===== src/rtl/core/ppg_apd_pkg.sv =====
// ----------------------------------------------------------------------------
// ppg_apd_pkg
// types and constants shared by the adaptive peak detector modules
// ----------------------------------------------------------------------------
package ppg_apd_pkg;

  // configuration port
  localparam int unsigned CFG_INDEX_W = 3;
  localparam int unsigned CFG_DATA_W  = 16;

  // fixed field widths
  localparam int unsigned CAL_W   = 8;
  localparam int unsigned PCT_W   = 7;
  localparam int unsigned GAP_W   = 16;
  localparam int unsigned TIME_W  = 32;
  localparam int unsigned COUNT_W = 9;

  localparam logic [COUNT_W-1:0] COUNT_MAX = 9'd511;

  // register indexes
  typedef enum logic [CFG_INDEX_W-1:0] {
    REG_CAL_COUNT = 3'd0,
    REG_THR_PCT   = 3'd1,
    REG_DECAY_PCT = 3'd2,
    REG_MIN_GAP   = 3'd3,
    REG_MAX_GAP   = 3'd4
  } reg_idx_t;

  // reset values of the registers
  localparam logic [CAL_W-1:0] RESET_CAL_COUNT = 8'd50;
  localparam logic [PCT_W-1:0] RESET_THR_PCT   = 7'd60;
  localparam logic [PCT_W-1:0] RESET_DECAY_PCT = 7'd95;
  localparam logic [GAP_W-1:0] RESET_MIN_GAP   = 16'd300;
  localparam logic [GAP_W-1:0] RESET_MAX_GAP   = 16'd2000;

  // depth of the queue between front and back
  localparam int unsigned QUEUE_DEPTH = 2;

  typedef struct packed {
    logic [CAL_W-1:0] cal_count;
    logic [PCT_W-1:0] thr_pct;
    logic [PCT_W-1:0] decay_pct;
    logic [GAP_W-1:0] min_gap;
    logic [GAP_W-1:0] max_gap;
  } cfg_t;

  // sample class worked out by the front
  typedef struct packed {
    logic calib;
    logic calib_end;
    logic rising;
  } cls_t;

  localparam int unsigned CLS_W = $bits(cls_t);

endpackage


===== src/rtl/core/ppg_apd_scale.sv =====
// ----------------------------------------------------------------------------
// ppg_apd_scale
// percentage scaling of a non-negative sample, saturating at full scale
// ----------------------------------------------------------------------------
module ppg_apd_scale #(
  parameter int unsigned SAMPLE_BITS = 24,
  parameter int unsigned SHIFT       = 37
) (
  input  logic [SAMPLE_BITS-2:0] value,
  input  logic [SHIFT:0]         mult,
  output logic [SAMPLE_BITS-2:0] result
);

  logic [SAMPLE_BITS+SHIFT-1:0] prod;
  logic [SAMPLE_BITS-1:0]       quot;

  // mult holds percent times the reciprocal of one hundred
  assign prod = (SAMPLE_BITS+SHIFT)'(value) * (SAMPLE_BITS+SHIFT)'(mult);
  assign quot = prod[SAMPLE_BITS+SHIFT-1:SHIFT];

  // clip to the largest positive sample
  assign result = quot[SAMPLE_BITS-1] ? '1 : quot[SAMPLE_BITS-2:0];

endmodule


===== src/rtl/core/ppg_apd_front.sv =====
// ----------------------------------------------------------------------------
// ppg_apd_front
// takes samples, counts them, tracks the maximum and classifies each one
// ----------------------------------------------------------------------------
module ppg_apd_front #(
  parameter int unsigned SAMPLE_BITS = 24,
  parameter int unsigned SHIFT       = 37,
  parameter int unsigned ENTRY_W     = 138
) (
  input  logic                              clk,
  input  logic                              rst,
  input  logic                              in_valid,
  output logic                              in_ready,
  input  logic signed [SAMPLE_BITS-1:0]     sample_value,
  input  logic [ppg_apd_pkg::TIME_W-1:0]    time_ms,
  input  ppg_apd_pkg::cfg_t                 cfg,
  input  logic [SHIFT:0]                    thr_mult,
  input  logic                              q_full,
  output logic                              q_push,
  output logic [ENTRY_W-1:0]                q_din
);

  import ppg_apd_pkg::*;

  logic signed [SAMPLE_BITS-1:0] prev;
  logic signed [SAMPLE_BITS-1:0] run_max;
  logic [COUNT_W-1:0]            count;

  logic signed [SAMPLE_BITS-1:0] run_max_next;
  logic [COUNT_W-1:0]            count_next;
  logic [SAMPLE_BITS-2:0]        pos_sample;
  logic [SAMPLE_BITS-2:0]        sample_scaled;
  logic [SAMPLE_BITS-2:0]        max_scaled;
  cls_t                          cls;

  assign in_ready = !q_full;
  assign q_push   = in_valid & in_ready;

  // running maximum and saturating sample count
  assign run_max_next = (sample_value > run_max) ? sample_value : run_max;
  assign count_next   = (count == COUNT_MAX) ? COUNT_MAX : count + 1'b1;

  // classification of this request
  assign cls.calib     = (count_next <= COUNT_W'(cfg.cal_count));
  assign cls.calib_end = (count_next == COUNT_W'(cfg.cal_count));
  assign cls.rising    = (sample_value > prev);

  // negative samples never reach the scaled path
  assign pos_sample = sample_value[SAMPLE_BITS-1] ? '0 : sample_value[SAMPLE_BITS-2:0];

  ppg_apd_scale #(
    .SAMPLE_BITS (SAMPLE_BITS),
    .SHIFT       (SHIFT)
  ) u_scale_sample (
    .value  (pos_sample),
    .mult   (thr_mult),
    .result (sample_scaled)
  );

  // running maximum is never negative
  ppg_apd_scale #(
    .SAMPLE_BITS (SAMPLE_BITS),
    .SHIFT       (SHIFT)
  ) u_scale_max (
    .value  (run_max_next[SAMPLE_BITS-2:0]),
    .mult   (thr_mult),
    .result (max_scaled)
  );

  assign q_din = {cls, sample_value, time_ms, sample_scaled, max_scaled};

  // front state follows every accepted request
  always_ff @(posedge clk) begin
    if (rst) begin
      prev    <= '0;
      run_max <= '0;
      count   <= '0;
    end else if (q_push) begin
      prev    <= sample_value;
      run_max <= run_max_next;
      count   <= count_next;
    end
  end

endmodule


===== config.mk =====
export PLATFORM = sky130hd
export DESIGN_NAME = ppg_apd_front
export DESIGN_NICKNAME = d
export VERILOG_FILES = /design/src/rtl/core/ppg_apd_pkg.sv /design/src/rtl/core/ppg_apd_scale.sv /design/src/rtl/core/ppg_apd_front.sv
export SDC_FILE = /design/constraint.sdc
export NUM_CORES = 2
export LEC_CHECK = 0
export BUFFER_PORTS_ARGS = -buffer_cell sky130_fd_sc_hd__buf_2
export CAP_MARGIN = 25
export CORE_ASPECT_RATIO = 0.7
export CORE_MARGIN = 4
export CORE_UTILIZATION = 55
export DETAILED_ROUTE_END_ITERATION = 8
export PLACE_DENSITY = 0.72
export SYNTH_ARGS = -nofsm -noshare
export SYNTH_HDL_FRONTEND = slang
export SYNTH_SLANG_ARGS = --single-unit

===== constraint.sdc =====
create_clock -name clk -period 16.2 [get_ports clk]
set_input_delay 0 -clock clk [delete_from_list [all_inputs] [get_ports clk]]
set_output_delay 0 -clock clk [all_outputs]
set_load 0.01 [all_outputs]

* Word-level counts from Yosys, hierarchy flattened *
Cells that the tools add are included.

operators by class
  $add $sub $neg = 1
  multiply operators = 2
  muxes and demuxes = 5
  reductions and logical operators = 2
  $lt $le $gt $ge = 3
  eq/ne operators = 2
  bitwise gates (word level) = 1

operator list
  operator                                                       count
  23-bit by 38-bit multiplier with 61-bit output                 2
  23-bit two-way mux                                             4
  24-bit greater-than comparator                                 2
  9-bit by 1-bit adder with 9-bit output, second input constant  1
  9-bit by 8-bit == test with 1-bit output                       1
  9-bit == test, second input constant                           1
  9-bit by 8-bit <= comparator with 1-bit output                 1
  9-bit two-way mux                                              1
  2-bit AND reduction                                            1
  1-bit bitwise AND                                              1
  1-bit zero test                                                1

word-level totals
  output and inout bits = 140
  register bits = 57
  word-level logic and storage cells = 20

* Depth between registers and ports, before layout *
  word-level depth = 4
  mapped depth = 43
  mapped depth without buffers = 38

* By module *
Synthesis repeated with hierarchy kept, for this count alone.

second synthesis, totals
  cells, all modules = 6756
  area, all modules = 57976.9 µm²

modules (own cells, without submodules)
  module                           instances  area an instance (µm²)  sequential area each (µm²)  cells an instance
  ppg_apd_scale at u_scale_sample  1          26658.1                 0.0                         3047
  ppg_apd_scale at u_scale_max     1          26500.4                 0.0                         3037
  ppg_apd_front                    1          4818.4                  1141.1                      672

* Worst setup path after synthesis *
OpenSTA, ideal clock, no wires.

  path type = register to output
  start = reg run_max[23]
  end = out q_din[16]
  stages on the path, launching flop included = 42
  setup slack = 6.862 ns
  required time = 16.200 ns
  path buffers = 5
  arrival time = 9.338 ns
  path through = dfxtp_1 inv_1 ha_1 buf_4 nand4_1 or3_1 nand2b_1 o2111a_1 o21ai_1 xnor2_1 nand2_1 buf_2 mux2_2 clkbuf_1 buf_2 nand2_1 fa_1 fa_1 (+6 left out) fa_1 inv_1 fa_1 inv_1 ha_1 a21o_1 a21o_1 a21oi_1 nor3_1 a2111oi_4 o211ai_1 or3b_1 a221oi_2 nor4b_1 nand2b_1 a211o_1 buf_6 a31o_1

between the ends
  cells in the longest elaborated chain, start to end = 4

ends and longest elaborated chain
  element                                         line                 text
  start, declared                                 ppg_apd_front.sv:26  logic signed [SAMPLE_BITS-1:0] run_max;
  start signal, assigned                          ppg_apd_front.sv:80  run_max <= run_max_next;
  24-bit greater-than comparator                  ppg_apd_front.sv:40  assign run_max_next = (sample_value > run_max) ? sample_value : run_max;
  23-bit two-way mux                              ppg_apd_front.sv:40
  23-bit by 38-bit multiplier with 61-bit output  ppg_apd_scale.sv:18  assign prod = (SAMPLE_BITS+SHIFT)'(value) * (SAMPLE_BITS+SHIFT)'(mult);
  23-bit two-way mux                              ppg_apd_scale.sv:22  assign result = quot[SAMPLE_BITS-1] ? '1 : quot[SAMPLE_BITS-2:0];
  end, declared                                   ppg_apd_front.sv:20  output logic [ENTRY_W-1:0] q_din

Every way passes these cells.

* Worst setup path in the final report *
  start = in sample_value[0]
  end = out q_din[13]

between the ends
  cells in the longest elaborated chain, start to end = 4

ends and longest elaborated chain
  element                                           line                 text
  start, declared                                   ppg_apd_front.sv:14  input logic signed [SAMPLE_BITS-1:0] sample_value,
  24-bit greater-than comparator                    ppg_apd_front.sv:40
  23-bit two-way mux *                              ppg_apd_front.sv:40
  23-bit by 38-bit multiplier with 61-bit output *  ppg_apd_scale.sv:18
  23-bit two-way mux *                              ppg_apd_scale.sv:22

Every way passes the cells marked *; elsewhere a longest branch is shown, timed or not.

==> impl_metrics.tcl <==
set metrics [dict create \
    worstReg2RegEnd "run_max[17]" \
    antenna_found_initial 10 \
    r2r_slack_ps 12660 \
    ctsHoldBuffers 14 \
    slowest_stage "mux2_2" \
    cts_htree_levels 3 \
    cp-start-kind "input pin" \
    postCtsSetupBuffers 0 \
    cp.arrival_ps 11980 \
    synth_most_common_cell "inv_1" \
    vias_per_cell 5.54 \
    criticalPathCategory "input pin to output pin" \
    setup-tns-final_ps 0 \
    run_status "finished clean" \
    drtIter0Drc 3455 \
    required_ps 16200 \
    final.setup_skew_ps 5.80 \
    gp_congestion 0.928 \
    hold_slack_ps 0.0131 \
    maxCapViolCount 0 \
    period_needed_ps 11980 \
    fmax_mhz 83.5 \
    routed_wl_mm 159 \
    clock_latency_ps 340 \
    fin_cells 7974 \
    nets 8627 \
    grt_pass1_wl_mm 261 \
    grt_usage_pct 29.9 \
    yosys-top-cells-area "fa_1 (52%), inv_1 (10%), nand2_1 (9.7%)" \
    yosysUniqueCellTypes 73 \
    grt_max_degree 58 \
    areaGrowthSynthToFinish_pct 2.65 \
    synth_edf_count 0 \
    io_pins 292 \
    die_x_um 396 \
    vias 44200 \
    initial_utilization_pct 55.6 \
    synthFlopType "dfxtp_1" \
    cts_buffer_depth 2 \
    dieArea_mm2 0.111 \
    synth_area_per_cell_um2 8.59 \
    synthCells 6758 \
    grt_overflow 0 \
    core_area_mm2 0.105 \
    die_h_um 280 \
    grt_pass1_vias 47500 \
    cts_sinks 57 \
    async_flop_share_pct 0 \
    rsz0062_at_grt "no" \
    io_buffers 148 \
    worst_slack_ps 4220 \
    worstRegToRegCells 14 \
    drc_errors 0 \
    hold_class "input pin to output pin" \
    rows 99 \
    drv_slew 0 \
    yosys_warnings 0 \
    dp.cells 7932 \
    dp_hpwl_mm 114 \
    wl_per_cell_um 19.9 \
    synth_seq_cells 57 \
    drt_pass1_iterations 6 \
    seq_area_frac_synth_pct 1.96 \
    yosysTopAreaCell "fa_1" \
    drive_gt1_share_pct 4.79 \
    pre_cts_ws_ps 4720 \
    netlist_top_cells_count "inv_1 (1547), fa_1 (1504), nand2_1 (1502)" \
    hold_path_end "q_din[46]" \
    hp-start "time_ms[0]" \
    crit_path_max_fanout 38 \
    cts_root_buffer "clkbuf_16" \
    max_stage_delay_ps 920 \
    syn_area_mm2 0.0581 \
    synth_top_area_share_pct 51.8 \
    cts-buffers-inserted 9 \
    fillers 9397 \
    crit_top_cell "fa_1" \
    worstReg2RegStart "run_max[1]" \
    cp-end-kind "output pin" \
    post_cts_resized 0 \
    hold_path_depth 0 \
    worstMarginPinSlew_ps 1140 \
    setup_viol 0 \
    relSlewSlack_pct 24.1 \
    ant_nets 0 \
    period_share_pct 73.9 \
    cts_tree "yes" \
    final_hold_viol_count 0 \
]
-- area by class of cell --
| type | instances | area, um^2 | area share [%] |
|---|---|---|---|
| multi-input combinational | 4691 | 49100 | 82.3 |
| inverter | 1548 | 5810 | 9.75 |
| tap | 1414 | 1770 | 2.97 |
| timing repair buffer | 239 | 1500 | 2.51 |
| sequential | 57 | 1140 | 1.91 |
| clock buffer | 10 | 229 | 0.384 |
| clock inverter | 6 | 91.3 | 0.153 |
| antenna | 9 | 22.5 | 0.0378 |
-- how the worst max path moves through the flow --
stage	slack, ps	start	end
after floorplan	6860	run_max[23]	q_din[16]
after global placement	4640	run_max[1]	q_din[13]
after detailed placement	4720	run_max[1]	q_din[13]
after CTS	4290	sample_value[0]	q_din[13]
after global routing	3520	sample_value[0]	q_din[13]
final	4220	sample_value[0]	q_din[13]
-- logic make-up after synthesis --
kind of cell / share of synthesized area, %
flip-flops: 1.96
multiplexers: 0.487
XOR/XNOR: 0.842
other: 0.00646
AND/OR/NAND/NOR: 17.2
AO/OA/AOI/OAI: 4.62
buffers and inverters: 13.9
adder cells (fa/ha/maj): 61.0
-- per-stage QoR --
step | utilization [%] | cell area (um^2)
6_report | 57.0 | 59600
5_1_grt | 57.0 | 59600
4_1_cts | 56.9 | 59500
3_5_place_dp | 56.5 | 59100
3_3_place_gp | 56.5 | 59100
2_1_floorplan | - | 58200
-- flip-flops by register name (all words and copies together), names as in the netlist --
signal,flops
prev,24
run_max,24
count,9
-- cells in the final DEF (no fill, tap or decap), types with 6 or more instances in the layout --
cell type,n
a211oi_1,7
a21o_1,72
a21oi_1,172
a31oi_1,6
and2_1,438
and3_1,15
buf_2,148
buf_4,73
clkbuf_16,9
conb_1,33
dfxtp_1,57
diode_2,9
dlygate4sd3_1,14
fa_1,1504
ha_1,425
inv_1,1547
mux2_2,23
nand2_1,1502
nand2b_1,41
nand3_1,32
nand4_1,29
nor2_1,61
nor2b_1,27
nor2b_2,22
nor3_1,22
o211ai_1,12
o21a_1,17
o21ai_0,65
o21ai_2,6
o21bai_1,16
o31ai_1,7
xnor2_1,33
xor2_1,21
-- layer usage --
metal  GRT usage [%]  vias to the layer above  share of wire [%]
met1            43.2                    22500                 42
met3            9.37                      260                 13
met5               0                        -              0.025
met2            44.9                     2473                 43
li1                -                    19000                  -
met4            5.37                        6                1.9
-- critical path: cells and delay by family --
| family | cells | cell delay, ps |
|---|---|---|
| AND/OR/NAND/NOR | 7 | 1600 |
| buffers and inverters | 10 | 1670 |
| multiplexers | 1 | 920 |
| AO/OA/AOI/OAI | 12 | 3400 |
| adder cells (fa/ha/maj) | 9 | 4080 |
| XOR/XNOR | 1 | 250 |
Power is not shown: default switching activity piles up to over one toggle a cycle in this logic, so the estimate is an artifact.
