<file path="src/rtl/core/ppg_apd_pkg.sv">
// ----------------------------------------------------------------------------
// ppg_apd_pkg
// types and constants shared by the adaptive peak detector modules
// ----------------------------------------------------------------------------
package ppg_apd_pkg;

  // configuration port
  localparam int unsigned CFG_INDEX_W = 3;
  localparam int unsigned CFG_DATA_W  = 16;

  // fixed field widths
  localparam int unsigned CAL_W   = 8;
  localparam int unsigned PCT_W   = 7;
  localparam int unsigned GAP_W   = 16;
  localparam int unsigned TIME_W  = 32;
  localparam int unsigned COUNT_W = 9;

  localparam logic [COUNT_W-1:0] COUNT_MAX = 9'd511;

  // register indexes
  typedef enum logic [CFG_INDEX_W-1:0] {
    REG_CAL_COUNT = 3'd0,
    REG_THR_PCT   = 3'd1,
    REG_DECAY_PCT = 3'd2,
    REG_MIN_GAP   = 3'd3,
    REG_MAX_GAP   = 3'd4
  } reg_idx_t;

  // reset values of the registers
  localparam logic [CAL_W-1:0] RESET_CAL_COUNT = 8'd50;
  localparam logic [PCT_W-1:0] RESET_THR_PCT   = 7'd60;
  localparam logic [PCT_W-1:0] RESET_DECAY_PCT = 7'd95;
  localparam logic [GAP_W-1:0] RESET_MIN_GAP   = 16'd300;
  localparam logic [GAP_W-1:0] RESET_MAX_GAP   = 16'd2000;

  // depth of the queue between front and back
  localparam int unsigned QUEUE_DEPTH = 2;

  typedef struct packed {
    logic [CAL_W-1:0] cal_count;
    logic [PCT_W-1:0] thr_pct;
    logic [PCT_W-1:0] decay_pct;
    logic [GAP_W-1:0] min_gap;
    logic [GAP_W-1:0] max_gap;
  } cfg_t;

  // sample class worked out by the front
  typedef struct packed {
    logic calib;
    logic calib_end;
    logic rising;
  } cls_t;

  localparam int unsigned CLS_W = $bits(cls_t);

endpackage

</file>
<file path="src/rtl/core/ppg_apd_cfg.sv">
// ----------------------------------------------------------------------------
// ppg_apd_cfg
// configuration registers and the scaled percentage factors
// ----------------------------------------------------------------------------
module ppg_apd_cfg #(
  parameter int unsigned SHIFT = 37
) (
  input  logic                               clk,
  input  logic                               rst,
  input  logic                               cfg_valid,
  output logic                               cfg_ready,
  input  logic [ppg_apd_pkg::CFG_INDEX_W-1:0] cfg_index,
  input  logic [ppg_apd_pkg::CFG_DATA_W-1:0]  cfg_data,
  output ppg_apd_pkg::cfg_t                  cfg,
  output logic [SHIFT:0]                     thr_mult,
  output logic [SHIFT:0]                     decay_mult
);

  import ppg_apd_pkg::*;

  // ceiling of 2^SHIFT / 100, exact for every product that can occur
  localparam logic [63:0] RECIP64 = ((64'd1 << SHIFT) + 64'd99) / 64'd100;
  localparam logic [SHIFT-7:0] RECIP = RECIP64[SHIFT-7:0];

  logic write;

  assign cfg_ready = 1'b1;
  assign write     = cfg_valid & cfg_ready;

  // register file, factors follow the percent writes
  always_ff @(posedge clk) begin
    if (rst) begin
      cfg.cal_count <= RESET_CAL_COUNT;
      cfg.thr_pct   <= RESET_THR_PCT;
      cfg.decay_pct <= RESET_DECAY_PCT;
      cfg.min_gap   <= RESET_MIN_GAP;
      cfg.max_gap   <= RESET_MAX_GAP;
      thr_mult      <= (SHIFT+1)'(RESET_THR_PCT) * (SHIFT+1)'(RECIP);
      decay_mult    <= (SHIFT+1)'(RESET_DECAY_PCT) * (SHIFT+1)'(RECIP);
    end else if (write) begin
      unique case (cfg_index)
        REG_CAL_COUNT: cfg.cal_count <= cfg_data[CAL_W-1:0];
        REG_THR_PCT: begin
          cfg.thr_pct <= cfg_data[PCT_W-1:0];
          thr_mult    <= (SHIFT+1)'(cfg_data[PCT_W-1:0]) * (SHIFT+1)'(RECIP);
        end
        REG_DECAY_PCT: begin
          cfg.decay_pct <= cfg_data[PCT_W-1:0];
          decay_mult    <= (SHIFT+1)'(cfg_data[PCT_W-1:0]) * (SHIFT+1)'(RECIP);
        end
        REG_MIN_GAP: cfg.min_gap <= cfg_data[GAP_W-1:0];
        REG_MAX_GAP: cfg.max_gap <= cfg_data[GAP_W-1:0];
        default: ;
      endcase
    end
  end

endmodule

</file>
<file path="config.mk">
export PLATFORM = sky130hd
export DESIGN_NAME = ppg_apd_cfg
export DESIGN_NICKNAME = d
export VERILOG_FILES = /design/src/rtl/core/ppg_apd_pkg.sv /design/src/rtl/core/ppg_apd_cfg.sv
export SDC_FILE = /design/constraint.sdc
export NUM_CORES = 1
export LEC_CHECK = 0
export ABC_AREA = 0
export BUFFER_PORTS_ARGS = -buffer_cell sky130_fd_sc_hd__buf_4
export CORE_MARGIN = 4
export CORE_UTILIZATION = 55
export DETAILED_ROUTE_END_ITERATION = 8
export GPL_TIMING_DRIVEN = 1
export PLACE_DENSITY = 0.79
export SLEW_MARGIN = 20
export SYNTH_ARGS = -nofsm -noshare
export SYNTH_HDL_FRONTEND = slang
export SYNTH_SLANG_ARGS = --single-unit
</file>
<file path="constraint.sdc">
create_clock -name clk -period 9 [get_ports clk]
set_input_delay 1.8 -clock clk [delete_from_list [all_inputs] [get_ports clk]]
set_output_delay 1.8 -clock clk [all_outputs]
set_load 0.1 [all_outputs]
</file>
Word-level counts from Yosys, hierarchy flattened
Cells that the tools add are included.
- register bits after elaboration: 130
- bits in latches: 0
- bits in writable memories: 0
- ROM bits: 0
- input port bits: 22
- output and inout port bits: 131
- word-level logic and storage cells: 18
- memories: 0
- $add $sub $neg: 0
- $mul: 1
- divide/modulo/power cells: 0
- magnitude comparators: 0
- equal/unequal tests: 4
- shifts and indexed selects: 0
- mux-type cells: 0
- bitwise gates (word level): 0
- reduce and logical (&&, ||, !) cells: 6
- operators with widths (operator ; count):
    $mul A7 B31 Y38 const B ; 1
    $reduce_and A2 Y1 ; 5
    $eq A3 B2 Y1 const B ; 2
    $eq A3 B1 Y1 const B ; 1
    $eq A3 B3 Y1 const B ; 1
    $logic_not A3 Y1 ; 1

Depth between registers and ports, before layout
Gate-level depths: netlist (run 1).
- word-level depth: 2
- mapped depth: 17
- gate-level depth less buffers: 16

Worst setup path after synthesis (run 1)
Ideal clock, no wire load.
- path kind: input port to flip-flop
- start: input cfg_data[3] in the netlist's numbering
- end: register thr_mult[32]
- library setup time: 75 ps
- arrival time: 5909 ps
- required time: 8925 ps
- path slack: 3016 ps
- cell stages on the path: 16
- buffers on the path: 1
- cells stage by stage: inv_1 -> fa_1 -> fa_1 -> inv_1 -> fa_1 -> inv_1 -> fa_1 -> inv_1 -> ha_1 -> clkbuf_1 -> nand4_1 -> or2_2 -> o311ai_2 -> nor2_2 -> or3_1 -> a31oi_1
- longest elaborated chain between the ends: 1
- RTL lines (item ; RTL line ; source):
    start: declaration ; ppg_apd_cfg.sv:13 ; input logic [ppg_apd_pkg::CFG_DATA_W-1:0] cfg_data,
    $mul A7 B31 Y38 ; ppg_apd_cfg.sv:45 ; thr_mult <= (SHIFT+1)'(cfg_data[PCT_W-1:0]) * (SHIFT+1)'(RECIP);
    end signal: assignment ; ppg_apd_cfg.sv:38 ; thr_mult <= (SHIFT+1)'(RESET_THR_PCT) * (SHIFT+1)'(RECIP);
    end signal: assignment ; ppg_apd_cfg.sv:45 ;
    end: declaration ; ppg_apd_cfg.sv:15 ; output logic [SHIFT:0] thr_mult,
Every way passes these cells.
A chain may end at the register's enable or synchronous reset.

Final worst setup path (run 1)
- start: input cfg_data[4] in the netlist's numbering
- end: register thr_mult[26]
Same word-level chain as after synthesis.

==> results.cfg, run 1 <==
[final_layout]
final_cell_mix = nand2_1 (198), buf_4 (157), dfxtp_1 (128)
layout.nets = 1255
final_common_cell = nand2_1
seqCellArea_mm2 = 0.00256
stdcell_area_mm2 = 0.00989
multi_input_area_mm2 = 0.00503
syn2layout_area_growth_pct = 21.9
antenna_cells = 0
fill_cells = 1181
drive_gt1_frac = 0.182

[logic_synthesis]
syn_nets = 1142
synth_top_area_share = 0.316
synth_cell_types = 63
synth-seq-area-share = 0.316
syn_area_mm2 = 0.00812
synth.largest_area_cell = dfxtp_1
ys_async_sr_fraction = 0
ys_seq_elements = 128
synthTopCellsByArea = dfxtp_1 (32%), ha_1 (13%), nand2_1 (9.2%)
synthCells = 1003
yosysWarnings = 0
synth_edf_count = 0
synth_top_flop_cell = dfxtp_1
synth.avg_cell_area_um2 = 8.09

[routing]
drtIter0Drc = 680
vias_per_cell = 5.90
firstDrtPassIters = 6
vias = 7743
wl_per_cell_um = 19.4
drc = 0
antenna_left = 0
drt_wl_total_um = 25500

[global_routing]
grt_usage = 0.305
grt_pass1_wl_um = 39700
grt_pass1_vias = 7298
antenna_found_initial = 0
grt_max_degree = 71
grt.overflow.total = 0

[worst_setup_path]
rr_startpoint = decay_mult[25]$_SDFFE_PP1P_
crit_fanout = 11
r2r_slack_ps = 8210
arrival_ps = 6440
worst_setup_path_start_kind = input pin
criticalPathCategory = in2reg
crit_path_start = cfg_data[4]
critPathRequiredTime_ps = 9340
cp-end-kind = register

[power_and_ir_drop]
p_sw_frac = 0.467
power_switching_mw = 1.28
p_int_mw = 1.45
p_leak_nw = 4.53
p_comb_frac = 0.510
seq_power_share = 0.224
power_density_mw_per_mm2 = 276
power_frac_clock = 0.265
ir_drop_uv = 154

[run_status]
status = finished clean

[floorplanning]
die_y_um = 129
rows = 44
initial_core_util = 0.561
core-area_mm2 = 0.0145
die_area_mm2 = 0.0168
io_pins = 153
die_w_um = 129

[min_path]
hp-start = cfg[30]$_SDFFE_PP0P_
worstHoldPathType = reg2reg

[sta]
final.setup.tns_ps = 0
tightest_slew_ps = 844
final-setup-viol-count = 0
layout_min_cycle_time_ps = 6100
fin_crit_sh = 0.678
hold_viol_final = 0
fmax_mhz = 164
rsz0062_at_grt = no
worst_slack_ps = 2900
whs_ps = 454
drv_slew = 0
skew_ps = 0
relSlewSlack = 0.436

[clock_network]
cts_buffers = 17
cts_buffer_depth = 2
postCtsSetupRepairBufs = 0
cts.sink_count = 128
holdBufCountCts = 0
h-tree-depth = 4
worstSkewPairLatency_ps = 420
post_cts_resized = 0
path_clk_slew_ps = 60
cts_tree = built
root_buffer = clkbuf_16

[flow_run]
cap_violations = 0

[placement]
dp_hpwl_um = 19400
place_ws_ps = 2520
placedInstanceArea_mm2 = 0.00927
port_buffers = 151
gp_congestion = 1.00
==> final timing paths <==
kind                                  to  depth (start not counted)
max reg2reg  decay_mult[25]$_SDFFE_PP1P_                          2
min                 cfg[30]$_SDFFE_PP0P_                          2
min reg2reg         cfg[30]$_SDFFE_PP0P_                          2
max            thr_mult[26]$_SDFFE_PP0P_                         15
==> through the flow <==
step                total power [mW]  cells   util
floorplan                       1.62   1003      -
global placement                1.98   1281  0.641
detailed placement              1.99   1281  0.641
CTS                             2.71   1313  0.683
global route                    2.88   1313  0.683
finish                          2.73   1313  0.683
==> power by group through the flow <==
stage,combinational [mW],sequential [mW],clock (mW)
floorplan,0.804,0.818,0
global placement,1.36,0.624,0
finish,1.39,0.612,0.724
CTS,1.37,0.612,0.730
detailed placement,1.36,0.624,0
global route,1.51,0.614,0.755
==> cell families after synthesis <==
kind of cell	count (synthesis)	share of synthesized area
AO/OA/AOI/OAI	234	0.181
XOR/XNOR	25	0.0270
adder cells (fa/ha/maj)	117	0.212
buffers and inverters	135	0.0647
flip-flops	128	0.316
multiplexers	1	0.00139
other	1	0.000462
AND/OR/NAND/NOR	362	0.198
==> registers in the layout (all words and copies together) (netlist names) <==
signal	flops
thr_mult	37
cfg	54
decay_mult	37
==> per-layer routing <==
layer / vias to the layer above / global-route usage / wire length (um) / share of wire
met5: - / 0 / 0 / 0
met4: 0 / 0.136 / 1000 / 0.039
met3: 67 / 0.0614 / 2000 / 0.078
met2: 360 / 0.505 / 12100 / 0.48
met1: 3626 / 0.388 / 10400 / 0.41
li1: 3690 / - / - / -
==> final cells by class <==
| type | instances | area share |
|---|---|---|
| Tap cell | 184 | 0.0233 |
| Sequential cell | 128 | 0.259 |
| Clock buffer | 17 | 0.0430 |
| Clock inverter | 15 | 0.0197 |
| Multi-Input combinational cell | 740 | 0.509 |
| Timing Repair Buffer | 157 | 0.119 |
| Inverter | 72 | 0.0273 |
==> cell usage after synthesis, drive strengths merged (5+ instances only) <==
| master | instances |
|---|---|
| nand2 | 198 |
| dfxtp | 128 |
| a21oi | 108 |
| ha | 83 |
| inv | 72 |
| clkbuf | 50 |
| nand3 | 47 |
| nor2 | 43 |
| fa | 34 |
| o21ai | 34 |
| o211ai | 26 |
| nand4 | 16 |
| nor3 | 15 |
| xnor2 | 14 |
| buf | 13 |
| xor2 | 11 |
| a21o | 8 |
| a31oi | 8 |
| and3 | 8 |
| a211oi | 6 |
| o31ai | 6 |
| nor2b | 5 |
| o21bai | 5 |
| or2 | 5 |
| or3 | 5 |
==> critical path, stage by stage <==
cell	delay, ps
buf_4	170
fa_1	660
inv_1	150
fa_1	550
inv_1	50
fa_1	450
ha_1	310
ha_1	360
a21o_1	240
a221oi_2	470
o2111ai_1	250
a31oi_1	460
xnor2_1	250
nand2_1	110
a21oi_1	150
Power figures use the tool's default switching activity.
==> run 2, diff against run 1 <==
--- a/config.mk
+++ b/config.mk
@@ -5,7 +5,7 @@
 export SDC_FILE = /design/constraint.sdc
 export NUM_CORES = 1
 export LEC_CHECK = 0
-export ABC_AREA = 0
+export ABC_AREA = 1
 export BUFFER_PORTS_ARGS = -buffer_cell sky130_fd_sc_hd__buf_4
 export CORE_MARGIN = 4
 export CORE_UTILIZATION = 55
==> constraint.sdc (replaced) <==
create_clock -name clk -period 6.35 [get_ports clk]
set_input_delay 1.27 -clock clk [delete_from_list [all_inputs] [get_ports clk]]
set_output_delay 1.27 -clock clk [all_outputs]
set_load 0.1 [all_outputs]
==> run 2 against run 1 <==
Net effect:
- non-clock buffer count is 3 lower
- area after synthesis is 4.8% higher
- worst hold slack better by 15 ps
- die area is 4.5% higher
- routed wire length is 5.1% higher
- largest cell class unchanged
- highest routed layer unchanged
- cell area is 4.5% higher
- synthesized cell count is 22% higher
- setup slack worse by 1800 ps
- register-to-register slack worse by 2700 ps
- cell count is 19% higher
==> results.cfg, run 2 <==
[sta]
relSlewSlack = 0.441
final-setup-viol-count = 0
layout_min_cycle_time_ps = 5240
final.setup.tns_ps = 0
fmax_mhz = 191
skew_ps = 0
rsz0062_at_grt = no
fin_crit_sh = 0.826
tightest_slew_ps = 837
hold_viol_final = 0
whs_ps = 469
drv_slew = 0

[logic_synthesis]
yosysWarnings = 0
yosys-top-cells-count = nand2_1 (307), inv_1 (176), nor2_1 (159), dfxtp_1 (128), ha_1 (83)
synth-seq-area-share = 0.301
synth.area.mux_share = 0
ys_seq_elements = 128
synth_cell_types = 35
synth_fa_ha_area_frac = 0.202
synth_most_common_cell = nand2_1
synthCells = 1227
syn_area_mm2 = 0.00850
synthTopCellsByArea = dfxtp_1 (30%), nand2_1 (14%), ha_1 (12%)
synth.largest_area_cell = dfxtp_1
synth_top_family_by_area = simple AND/OR/NAND/NOR gates
synth-xor-area-share = 0.0134
synth_edf_count = 0
ys_async_sr_fraction = 0
synth_compound_area_frac = 0.107
syn_nets = 1366
synth_top_flop_cell = dfxtp_1
yosys.area_share.simple = 0.270
synth.avg_cell_area_um2 = 6.93
synth_top_area_share = 0.301

[floorplanning]
io_pins = 153
die_w_um = 132
rows = 45
core-area_mm2 = 0.0152
die_area_mm2 = 0.0175
die_y_um = 132
initial_core_util = 0.559

[global_routing]
antenna_found_initial = 0
grt_usage = 0.302
grt.overflow.total = 0
grt_pass1_wl_um = 42100
grt_max_degree = 67
grt_pass1_vias = 7673

[placement]
placedInstanceArea_mm2 = 0.00973
gp_congestion = 1.00
port_buffers = 151
dp_hpwl_um = 20600
dp_cells = 1529

[worst_setup_path]
crit_path_start = cfg_data[1]
crit_fanout = 7
rr_worst_depth = 4
cp-end-kind = register
worst_setup_path_start_kind = input pin
cpPeakStageDelay_ps = 540
worstPathCellList = buf_4 > inv_1 > fa_1 > fa_1 > inv_1 > fa_1 > inv_1 > fa_1 > inv_1 > ha_1 > a21oi_1 > nand2_1 > a21oi_1 > o21bai_1 > nor2_1 > nand3_1 > nand3_1 > nand2_1
critPathSlowestCell = fa_1
arrival_ps = 5560
rr_startpoint = decay_mult[20]$_SDFFE_PP0P_
criticalPathCategory = in2reg
critPathRequiredTime_ps = 6670

[routing]
vias_per_cell = 5.39
firstDrtPassIters = 5
drtIter0Drc = 687
antenna_left = 0
drc = 0
vias = 8417
wl_per_cell_um = 17.1
drt_wl_total_um = 26800

[final_layout]
final_cell_mix = nand2_1 (307), inv_1 (176), nor2_1 (159)
stdcell_area_mm2 = 0.0103
largest_reg_flops = 54
top_regs = cfg x54, decay_mult x37, thr_mult x37
largest-register = cfg
layout.nets = 1499
layoutNonFillerInstCount = 1561
syn2layout_area_growth_pct = 21.5
final_common_cell = nand2_1
drive_gt1_frac = 0.157
final_util = 0.680
antenna_cells = 0

[power_and_ir_drop]
p_leak_nw = 5.56
ir_drop_uv = 211
power_density_mw_per_mm2 = 371

[clock_network]
postCtsSetupRepairBufs = 0
root_buffer = clkbuf_16
path_clk_slew_ps = 60
cts_buffer_depth = 2
h-tree-depth = 4
holdBufCountCts = 0
cts_tree = built
cts.sink_count = 128
post_cts_resized = 0
cts_buffers = 17
worstSkewPairLatency_ps = 420

[run_status]
status = finished clean

[min_path]
hp-start = thr_mult[16]$_SDFFE_PP1P_
worstHoldPathType = reg2reg
hold_path_depth = 2

[flow_run]
cap_violations = 0
## run 2: cell families (layout without fill, tap and decap cells)
logic type | count (synthesis) | in the layout
adders and majority gates | 117 | 117
xor gates and xnor gates | 13 | 13
AOI/OAI and AO/OA | 168 | 168
other | 1 | 1
and+or+nand+nor | 566 | 566
buffers and inverters | 234 | 380
DFF | 128 | 128
## run 2: path summary, 6_finish.rpt
check	end	slack [ps]
worst max register to register	decay_mult[20]$_SDFFE_PP0P_	5520
worst min register to register	thr_mult[16]$_SDFFE_PP1P_	470
worst max-delay path	thr_mult[33]$_SDFFE_PP1P_	1110
worst min-delay path	thr_mult[16]$_SDFFE_PP1P_	470
## run 2: critical path: cells and delay by family
family,cells,cell delay [ps]
adder cells (fa/ha/maj),5,2430
buffers and inverters,5,560
AND/OR/NAND/NOR,5,560
AO/OA/AOI/OAI,3,720
## run 2: cell type report
cell class	instances	area, um2
Clock buffer	19	453
Clock inverter	13	153
Sequential cell	128	2560
Tap cell	188	235
Multi-Input combinational cell	865	5050
Timing Repair Buffer	154	1160
Fill cell	1321	4870
Inverter	194	728
## run 2: power breakdown
group	internal (mW)	switching, mW
combinational	0.558	1.41
clock	0.607	0.412
sequential	0.835	0.0180
## run 2: metal layers
layer / share of wire / track usage / vias up
met5: 0 / 0 / -
met4: 0.022 / 0.0999 / 0
met3: 0.073 / 0.0538 / 46
met2: 0.45 / 0.453 / 356
met1: 0.46 / 0.441 / 3908
li1: - / - / 4107
## run 2: through the flow
step / worst slack [ps] / power, mW
2_1_floorplan: 1470 / 2.25
3_3_place_gp: 832 / 2.77
3_5_place_dp: 758 / 2.77
4_1_cts: 1190 / 3.80
5_1_grt: 893 / 4.08
6_report: 1110 / 3.84
