### config.mk
export PLATFORM = sky130hd
export DESIGN_NAME = ppg_apd_back
export DESIGN_NICKNAME = d
export VERILOG_FILES = /design/src/rtl/core/ppg_apd_pkg.sv /design/src/rtl/core/ppg_apd_scale.sv /design/src/rtl/core/ppg_apd_back.sv
export SDC_FILE = /design/constraint.sdc
export NUM_CORES = 2
export LEC_CHECK = 0
export ABC_AREA = 1
export BUFFER_PORTS_ARGS = -buffer_cell sky130_fd_sc_hd__buf_2
export CAP_MARGIN = 20
export CORE_MARGIN = 4
export CORE_UTILIZATION = 59
export CTS_BUF_LIST = sky130_fd_sc_hd__clkbuf_8
export CTS_CLUSTER_DIAMETER = 120
export DETAILED_ROUTE_END_ITERATION = 8
export HOLD_SLACK_MARGIN = 0.05
export PLACE_DENSITY = 0.81
export SYNTH_ARGS = -nofsm -noshare
export SYNTH_HDL_FRONTEND = slang
export SYNTH_HIERARCHICAL = 1
export SYNTH_SLANG_ARGS = --single-unit
### constraint.sdc
create_clock -name clk -period 11.8 [get_ports clk]
set_clock_uncertainty 0.05 [all_clocks]
set_input_delay 2.36 -clock clk [delete_from_list [all_inputs] [get_ports clk]]
set_output_delay 2.36 -clock clk [all_outputs]
set_load 0.005 [all_outputs]
### src/rtl/core/ppg_apd_pkg.sv
// ----------------------------------------------------------------------------
// ppg_apd_pkg
// types and constants shared by the adaptive peak detector modules
// ----------------------------------------------------------------------------
package ppg_apd_pkg;

  // configuration port
  localparam int unsigned CFG_INDEX_W = 3;
  localparam int unsigned CFG_DATA_W  = 16;

  // fixed field widths
  localparam int unsigned CAL_W   = 8;
  localparam int unsigned PCT_W   = 7;
  localparam int unsigned GAP_W   = 16;
  localparam int unsigned TIME_W  = 32;
  localparam int unsigned COUNT_W = 9;

  localparam logic [COUNT_W-1:0] COUNT_MAX = 9'd511;

  // register indexes
  typedef enum logic [CFG_INDEX_W-1:0] {
    REG_CAL_COUNT = 3'd0,
    REG_THR_PCT   = 3'd1,
    REG_DECAY_PCT = 3'd2,
    REG_MIN_GAP   = 3'd3,
    REG_MAX_GAP   = 3'd4
  } reg_idx_t;

  // reset values of the registers
  localparam logic [CAL_W-1:0] RESET_CAL_COUNT = 8'd50;
  localparam logic [PCT_W-1:0] RESET_THR_PCT   = 7'd60;
  localparam logic [PCT_W-1:0] RESET_DECAY_PCT = 7'd95;
  localparam logic [GAP_W-1:0] RESET_MIN_GAP   = 16'd300;
  localparam logic [GAP_W-1:0] RESET_MAX_GAP   = 16'd2000;

  // depth of the queue between front and back
  localparam int unsigned QUEUE_DEPTH = 2;

  typedef struct packed {
    logic [CAL_W-1:0] cal_count;
    logic [PCT_W-1:0] thr_pct;
    logic [PCT_W-1:0] decay_pct;
    logic [GAP_W-1:0] min_gap;
    logic [GAP_W-1:0] max_gap;
  } cfg_t;

  // sample class worked out by the front
  typedef struct packed {
    logic calib;
    logic calib_end;
    logic rising;
  } cls_t;

  localparam int unsigned CLS_W = $bits(cls_t);

endpackage

### src/rtl/core/ppg_apd_scale.sv
// ----------------------------------------------------------------------------
// ppg_apd_scale
// percentage scaling of a non-negative sample, saturating at full scale
// ----------------------------------------------------------------------------
module ppg_apd_scale #(
  parameter int unsigned SAMPLE_BITS = 24,
  parameter int unsigned SHIFT       = 37
) (
  input  logic [SAMPLE_BITS-2:0] value,
  input  logic [SHIFT:0]         mult,
  output logic [SAMPLE_BITS-2:0] result
);

  logic [SAMPLE_BITS+SHIFT-1:0] prod;
  logic [SAMPLE_BITS-1:0]       quot;

  // mult holds percent times the reciprocal of one hundred
  assign prod = (SAMPLE_BITS+SHIFT)'(value) * (SAMPLE_BITS+SHIFT)'(mult);
  assign quot = prod[SAMPLE_BITS+SHIFT-1:SHIFT];

  // clip to the largest positive sample
  assign result = quot[SAMPLE_BITS-1] ? '1 : quot[SAMPLE_BITS-2:0];

endmodule

### src/rtl/core/ppg_apd_back.sv
// ----------------------------------------------------------------------------
// ppg_apd_back
// threshold tracking, candidate handling and beat decision per queued sample
// ----------------------------------------------------------------------------
module ppg_apd_back #(
  parameter int unsigned SAMPLE_BITS = 24,
  parameter int unsigned SHIFT       = 37,
  parameter int unsigned ENTRY_W     = 138
) (
  input  logic                           clk,
  input  logic                           rst,
  input  ppg_apd_pkg::cfg_t              cfg,
  input  logic [SHIFT:0]                 decay_mult,
  input  logic                           q_empty,
  input  logic [ENTRY_W-1:0]             q_dout,
  output logic                           q_pop,
  output logic                           out_valid,
  input  logic                           out_ready,
  output logic                           beat_found,
  output logic                           interval_valid,
  output logic [ppg_apd_pkg::GAP_W-1:0]  interval_ms,
  output logic signed [SAMPLE_BITS-1:0]  beat_amplitude
);

  import ppg_apd_pkg::*;

  localparam logic [SAMPLE_BITS-2:0] THR_ONE = (SAMPLE_BITS-1)'(1);

  // queue entry fields
  cls_t                          e_cls;
  logic signed [SAMPLE_BITS-1:0] e_sample;
  logic [TIME_W-1:0]             e_time;
  logic [SAMPLE_BITS-2:0]        e_sample_scaled;
  logic [SAMPLE_BITS-2:0]        e_max_scaled;

  // detector state
  logic [SAMPLE_BITS-2:0]        thr;
  logic                          rose_last;
  logic signed [SAMPLE_BITS-1:0] cand_value;
  logic [TIME_W-1:0]             cand_time;
  logic                          cand_held;
  logic [TIME_W-1:0]             last_beat;

  logic [SAMPLE_BITS-2:0]        thr_next;
  logic                          rose_last_next;
  logic signed [SAMPLE_BITS-1:0] cand_value_next;
  logic [TIME_W-1:0]             cand_time_next;
  logic                          cand_held_next;
  logic [TIME_W-1:0]             last_beat_next;

  logic                          beat_next;
  logic                          ivalid_next;
  logic [GAP_W-1:0]              ival_next;
  logic signed [SAMPLE_BITS-1:0] amp_next;

  logic [SAMPLE_BITS-2:0]        decayed;
  logic [SAMPLE_BITS-2:0]        decayed_floor;
  logic [SAMPLE_BITS-2:0]        detect_thr;
  logic [TIME_W-1:0]             gap;

  assign {e_cls, e_sample, e_time, e_sample_scaled, e_max_scaled} = q_dout;

  assign q_pop = !q_empty && (!out_valid || out_ready);

  // threshold decay
  ppg_apd_scale #(
    .SAMPLE_BITS (SAMPLE_BITS),
    .SHIFT       (SHIFT)
  ) u_scale_decay (
    .value  (thr),
    .mult   (decay_mult),
    .result (decayed)
  );

  assign decayed_floor = (decayed == '0) ? THR_ONE : decayed;
  assign detect_thr    = (e_sample > $signed({1'b0, decayed_floor})) ? e_sample_scaled
                                                                      : decayed_floor;
  assign gap           = e_time - last_beat;

  // next state and result of the queued sample
  always_comb begin
    thr_next        = thr;
    rose_last_next  = rose_last;
    cand_value_next = cand_value;
    cand_time_next  = cand_time;
    cand_held_next  = cand_held;
    last_beat_next  = last_beat;
    beat_next       = 1'b0;
    ivalid_next     = 1'b0;
    ival_next       = '0;
    amp_next        = '0;
    if (e_cls.calib) begin
      rose_last_next  = 1'b0;
      cand_value_next = '0;
      cand_time_next  = '0;
      cand_held_next  = 1'b0;
      if (e_cls.calib_end) begin
        thr_next = (e_max_scaled == '0) ? THR_ONE : e_max_scaled;
      end
    end else begin
      thr_next       = detect_thr;
      rose_last_next = e_cls.rising;
      if (e_cls.rising) begin
        if (e_sample > $signed({1'b0, detect_thr})) begin
          cand_value_next = e_sample;
          cand_time_next  = e_time;
          cand_held_next  = 1'b1;
        end
      end else if (rose_last && cand_held) begin
        cand_held_next = 1'b0;
        if ((cand_value > $signed({1'b0, detect_thr})) &&
            (gap >= TIME_W'(cfg.min_gap))) begin
          beat_next      = 1'b1;
          amp_next       = cand_value;
          last_beat_next = cand_time;
          if ((last_beat != '0) && (gap <= TIME_W'(cfg.max_gap))) begin
            ivalid_next = 1'b1;
            ival_next   = gap[GAP_W-1:0];
          end
        end
      end
    end
  end

  // detector state registers
  always_ff @(posedge clk) begin
    if (rst) begin
      thr        <= '0;
      rose_last  <= 1'b0;
      cand_value <= '0;
      cand_time  <= '0;
      cand_held  <= 1'b0;
      last_beat  <= '0;
    end else if (q_pop) begin
      thr        <= thr_next;
      rose_last  <= rose_last_next;
      cand_value <= cand_value_next;
      cand_time  <= cand_time_next;
      cand_held  <= cand_held_next;
      last_beat  <= last_beat_next;
    end
  end

  // output register
  always_ff @(posedge clk) begin
    if (rst) begin
      out_valid <= 1'b0;
    end else if (q_pop) begin
      out_valid <= 1'b1;
    end else if (out_ready) begin
      out_valid <= 1'b0;
    end
  end

  always_ff @(posedge clk) begin
    if (q_pop) begin
      beat_found     <= beat_next;
      interval_valid <= ivalid_next;
      interval_ms    <= ival_next;
      beat_amplitude <= amp_next;
    end
  end

endmodule

# After elaboration in Yosys (flattened, before gate mapping)

Index checks and enable logic that the tools add are counted.

Register bits: 156
Bits of input ports: 234
Output and inout bits: 44

Order comparisons: 5
Bitwise gates (word level): 5
Reductions and logical operators: 21
Equality and inequality tests: 2
$mul: 1
$add $sub $neg: 1
Muxes and demuxes: 21

Operators by type and width:

| operator                                                                | count |
|---|---|
| 23-bit 2-to-1 mux                                                       | 6 |
| 32-bit 2-to-1 mux                                                       | 3 |
| 24-bit > comparator                                                     | 3 |
| 24-bit 2-to-1 mux                                                       | 3 |
| 23-bit by 38-bit multiplier with 61-bit output                          | 1 |
| 23-bit zero test                                                        | 2 |
| 32-bit by 16-bit >= comparator with 1-bit output                        | 1 |
| 32-bit by 16-bit less-or-equal comparator with 1-bit output             | 1 |
| 32-bit nonzero test                                                     | 1 |
| 32-bit subtractor                                                       | 1 |
| 1-bit 2-to-1 mux                                                        | 9 |
| 3-bit AND reduction                                                     | 2 |
| 2-bit nonzero test                                                      | 3 |
| 1-bit NOT                                                               | 5 |
| 5-bit AND reduction                                                     | 1 |
| 5-bit OR reduction                                                      | 1 |
| 1-bit logical AND                                                       | 4 |
| 4-bit OR reduction                                                      | 1 |
| 3-bit by 1-bit inequality test with 1-bit output, second input constant | 1 |
| 3-bit nonzero test                                                      | 1 |
| 3-bit OR reduction                                                      | 1 |
| 1-bit zero test                                                         | 2 |
| 2-bit inequality test, second input constant                            | 1 |
| 2-bit AND reduction                                                     | 1 |
| 1-bit logical OR                                                        | 1 |

# Longest topological paths before layout

Depth after elaboration: 10
Gate-level depth with buffers: 68

# Hierarchy

The synthesis kept the hierarchy.

By module, submodules not included:

| module        | area each (um2) | cells an instance | instances |
|---|---|---|---|
| ppg_apd_scale | 28641.2         | 3790              | 1 |
| ppg_apd_back  | 11816.3         | 1762              | 1 |

# Least setup slack after synthesis

OpenSTA, ideal clock, no wires.

Path kind: input to register
From: input decay_mult[32]
To: register beat_amplitude[10], data pin
Setup time: 0.256 ns
Path buffers: 5
Data arrival time: 11.211 ns
Setup slack: 0.284 ns
Stages: 56
Path through: clkbuf_1 > nand2_1 > fa_1 > inv_1 > fa_1 > inv_1 > fa_1 > inv_1 > fa_1 > inv_1 > fa_1 > inv_1 > fa_1 > inv_1 > fa_1 > inv_1 > ha_1 > nand2_2 > [... 20 more ...] > nand2_1 > nand3_2 > nand2_2 > buf_1 > o21ai_0 > ha_1 > nand2_1 > nor4_1 > and3_1 > nand3_1 > nand3b_1 > nand4_1 > o21bai_2 > nor2_4 > buf_6 > inv_2 > buf_2 > nor2_1

Longest elaborated chain between the ends: 10

RTL lines:

| item                                               | RTL line            | source |
|---|---|---|
| from (decl)                                        | ppg_apd_back.sv:13  | `input logic [SHIFT:0] decay_mult,` |
| 23-bit by 38-bit multiplier with 61-bit output (*) | ppg_apd_scale.sv:18 | `assign prod = (SAMPLE_BITS+SHIFT)'(value) * (SAMPLE_BITS+SHIFT)'(mult);` |
| 23-bit 2-to-1 mux (*)                              | ppg_apd_scale.sv:22 | `assign result = quot[SAMPLE_BITS-1] ? '1 : quot[SAMPLE_BITS-2:0];` |
| net decayed[16]                                    | ppg_apd_back.sv:56  | `logic [SAMPLE_BITS-2:0] decayed;` |
| 23-bit zero test                                   | ppg_apd_back.sv:75  | `assign decayed_floor = (decayed == '0) ? THR_ONE : decayed;` |
| 23-bit 2-to-1 mux (*)                              | ppg_apd_back.sv:75  |  |
| 24-bit > comparator                                | ppg_apd_back.sv:76  | `assign detect_thr = (e_sample > $signed({1'b0, decayed_floor})) ? e_sample_scaled` |
| 23-bit 2-to-1 mux (*)                              | ppg_apd_back.sv:76  |  |
| 24-bit > comparator (*)                            | ppg_apd_back.sv:111 | `if ((cand_value > $signed({1'b0, detect_thr})) &&` |
| 1-bit logical AND (*)                              | ppg_apd_back.sv:111 |  |
| 1-bit NOT (no line) (*)                            | --                  |  |
| 4-bit OR reduction (no line) (*)                   | --                  |  |
| to (signal assigned)                               | ppg_apd_back.sv:160 | `beat_amplitude <= amp_next;` |
| to (decl)                                          | ppg_apd_back.sv:22  | `output logic signed [SAMPLE_BITS-1:0] beat_amplitude` |

The timed path passes the listed nets; every way through them passes the cells marked *.
A chain may end at the register's enable or synchronous reset.

# Worst setup path after layout

From: input decay_mult[18]
To: register cand_time[9]

Longest elaborated chain between the ends: 9

RTL lines:

| item                                               | RTL line            | source |
|---|---|---|
| 23-bit by 38-bit multiplier with 61-bit output (*) | ppg_apd_scale.sv:18 |  |
| 23-bit 2-to-1 mux (*)                              | ppg_apd_scale.sv:22 |  |
| net decayed[12]                                    | ppg_apd_back.sv:56  |  |
| 23-bit zero test                                   | ppg_apd_back.sv:75  |  |
| 23-bit 2-to-1 mux (*)                              | ppg_apd_back.sv:75  |  |
| 24-bit > comparator                                | ppg_apd_back.sv:76  |  |
| 23-bit 2-to-1 mux (*)                              | ppg_apd_back.sv:76  |  |
| 24-bit > comparator (*)                            | ppg_apd_back.sv:104 | `if (e_sample > $signed({1'b0, detect_thr})) begin` |
| 2-bit nonzero test (no line) (*)                   | --                  |  |
| 3-bit AND reduction (no line) (*)                  | --                  |  |
| to (signal assigned)                               | ppg_apd_back.sv:138 | `cand_time <= cand_time_next;` |
| to (decl)                                          | ppg_apd_back.sv:40  | `logic [TIME_W-1:0] cand_time;` |

Marked as above.

==> qor.yml <==
logic_synthesis:
  yosysTopAreaCell: "fa_1"
  synthArstFlopShare_pct: 0
  synth.top_cell.area_share_pct: 37.3
  seq_area_frac_synth_pct: 8.76
  yosysUniqueCellTypes: 56
  syn_avg_cell_area_um2: 7.29
  yosysWarnings: 6
  synth_area_um2: 40500
  syn_inst: 5552
  synth_edf_count: 42
  synth_top_flop_cell: "dfxtp_1"
  ys_seq_elements: 156
  synth.area.top_cells: "fa_1 (37%), nand2_1 (14%), inv_1 (13%)"
  synth_nets: 6851
timing:
  slew_viol_final: 0
  fin_crit_ps: 11950
  timing.hold.ws_ps: 419
  hold_viol: 0
  finalCritPeriodShare_pct: 101
  finalSetupViolCount: 121
  worst_pin_slew_ps: 1150
  rsz0062_at_grt: "true"
  max_freq_mhz: 83.7
  slew_headroom_pct: 23.4
  finalWorstSetupSlack_ps: -146
min_path:
  holdPathEnd: "thr[2]"
  min-delay-start: "thr[2]"
  hold_path_depth: 2
  worstHoldPathType: "flip-flop to flip-flop"
critical_path:
  r2r_cells: 61
  crit_top_cell: "nand2_1"
  reg2reg_from: "thr[11]"
  cp_num_buf_inv: 13
  worst-path-max-fanout: 8
  critPathSlowestCell: "fa_1"
  crit_type: "input pin to flip-flop"
  path_delay_family: "adder cells"
  arrival_ps: 12350
  rrSetupSlack_ps: 840
  worstSetupEndpointType: "flip-flop"
  r2r_end: "cand_time[9]"
  start_kind: "input pin"
  critPathRequiredTime_ps: 12200
  slowest_delay_ps: 600
  cp_num_cells: 62
place:
  gp_congestion: 0.984
  port_buffers: 222
  dp_cells: 6833
  hpwl_um: 96600
drt:
  num_vias: 38100
  drtAntennaViolNets: 0
  wl_per_cell_um: 18.1
  drt-initial-drc-count: 3448
  vias_per_cell: 5.50
  drc: 0
  first_pass_iters: 8
  wl_um: 126000
cts:
  clockBufferDepth: 2
  holdBufCountCts: 0
  clk_latency_ps: 520
  clkTransAtPathRegs_ps: 100
  tritoncts: "yes"
  h-tree-depth: 4
  cts-buffers-inserted: 17
  cts-root-buf: "clkbuf_8"
  cts_sinks: 156
finish:
  stdcell_count: 6929
  final_nets: 7340
  area_delta_synth_final_pct: 19.8
  drive_above_1_share_pct: 18.1
  postLayoutCoreUtil_pct: 71.8
  fill_cells: 4971
job:
  maxCapViolations: 0
run_status:
  run_status: "finished with violations"
  violations: "setup timing"
floorplan:
  core_um2: 67500
  num_io_pins: 278
  dieArea_um2: 72800
  num_rows: 95
  chipWidth_um: 270
  start_util_pct: 59.9
  die_h_um: 270
grt:
  antenna_found_initial: 4
  gr-total-overflow: 0
  grt_use_total_pct: 33.0
  grt_pass1_vias: 39000
  grt_pass1_wl_um: 195000
  grt_start_max_net_pins: 100
[worst register-to-register path: cells and delay by family (launching register included)]
kind | cells | cell delay [ps]
compound gates | 8 | 1490
flops | 1 | 1020
buf+inv | 16 | 1590
simple gates | 27 | 2600
fa+ha+maj | 10 | 4180
[state kept, by name, indices dropped and copies added (netlist names), 16 cells and up]
register,cells
cand_time,32
last_beat,32
beat_amplitude,24
cand_value,24
thr,23
interval_ms,16
[worst max path at each step]
stage          slack (ps)           start                 end
2_1_floorplan         280  decay_mult[32]  beat_amplitude[10]
3_3_place_gp         -800  decay_mult[24]      cand_value[11]
3_5_place_dp         -920  decay_mult[29]      cand_value[11]
4_1_cts               -10  decay_mult[25]   beat_amplitude[3]
5_1_grt              -510  decay_mult[11]        cand_time[9]
6_report             -150  decay_mult[18]        cand_time[9]
[placed cells by master, fill, tap and decap left out, types with 67 or more instances in the layout]
| cell type | Yosys | layout |
|---|---|---|
| inv_1 | 1420 | 1403 |
| ha_1 | 312 | 289 |
| o21ai_0 | 92 | 67 |
| buf_2 | 16 | 193 |
| nand3_1 | 168 | 119 |
| a21oi_1 | 259 | 226 |
| buf_4 | 3 | 412 |
| dfxtp_1 | 114 | 113 |
| nor2_1 | 327 | 259 |
| nand2_1 | 1557 | 1506 |
| fa_1 | 753 | 746 |
[metrics by stage]
step / cell area (um2) / setup TNS (ps) / setup WS (ps)
after detailed placement: 45300 / -109390 / -917
after CTS: 46500 / -52.8 / -11.8
final: 48500 / -7890 / -146
after global routing: 48500 / -51000 / -507
after global placement: 45300 / -89630 / -803
after floorplan: 40500 / 0 / 284
[layout make-up]
cell class	count	area (um2)	share of cell area, %
Antenna cell	2	5.00	0.0103
Inverter	1425	5360	11.1
Tap cell	873	1090	2.25
Clock buffer	18	248	0.511
Timing Repair Buffer	708	5960	12.3
Multi-Input combinational cell	3733	32200	66.3
Clock inverter	14	108	0.222
Sequential cell	156	3540	7.31
[synthesized netlist by cell type (3+ instances only)]
library cell,count
fa_1,753
nand2_1,1557
a21o_1,9
buf_1,44
and3_1,4
nor4_1,24
a21oi_1,259
inv_1,1420
or2_2,17
a211oi_1,9
o21ai_0,92
ha_1,312
nand3_2,21
xor2_1,17
a31oi_1,3
nand4_1,41
nor3_1,23
clkbuf_1,167
xnor2_1,5
nand3_1,168
buf_6,5
nand2_2,14
o21bai_1,22
edfxtp_1,42
nand3b_1,6
dfxtp_1,114
o211ai_1,5
nor3b_1,3
buf_2,16
o21a_1,3
o21ai_1,4
a21oi_2,9
buf_4,3
nor2_1,327
inv_2,4
nor2_2,6
[kinds of logic (layout without fill, tap and decap cells)]
| family | count (synthesis) | after routing | share of synthesized area, % |
|---|---|---|---|
| XOR/XNOR | 22 | 22 | 0.476 |
| AND/OR/NAND/NOR | 2218 | 2218 | 22.3 |
| AO/OA/AOI/OAI | 426 | 426 | 5.78 |
| buffers and inverters | 1663 | 2165 | 15.7 |
| multiplexers | 1 | 1 | 0.0278 |
| other | 1 | 3 | 0.00927 |
| adder cells (fa/ha/maj) | 1065 | 1065 | 46.9 |
| flip-flops | 156 | 156 | 8.76 |
[per-layer routing]
| metal | global-route usage, % | vias up | share of wire, % |
|---|---|---|---|
| li1 | - | 17200 | - |
| met1 | 41.1 | 18500 | 37 |
| met2 | 57.7 | 1950 | 50 |
| met3 | 4.91 | 416 | 8.4 |
| met4 | 13.6 | 4 | 4.7 |
| met5 | 0 | - | 0.021 |
[timing repair]
item,4_1_cts,5_1_grt
endpoints found under the hold margin,0,0
pin swaps,28,122
gates resized for setup,114,363
setup buffers,18,21
endpoints found under the setup margin,129,130
cloned,9,17
Power is left out: the tool's default activity adds up to more than one toggle a clock period on the data nets, which glitch-free logic cannot reach.
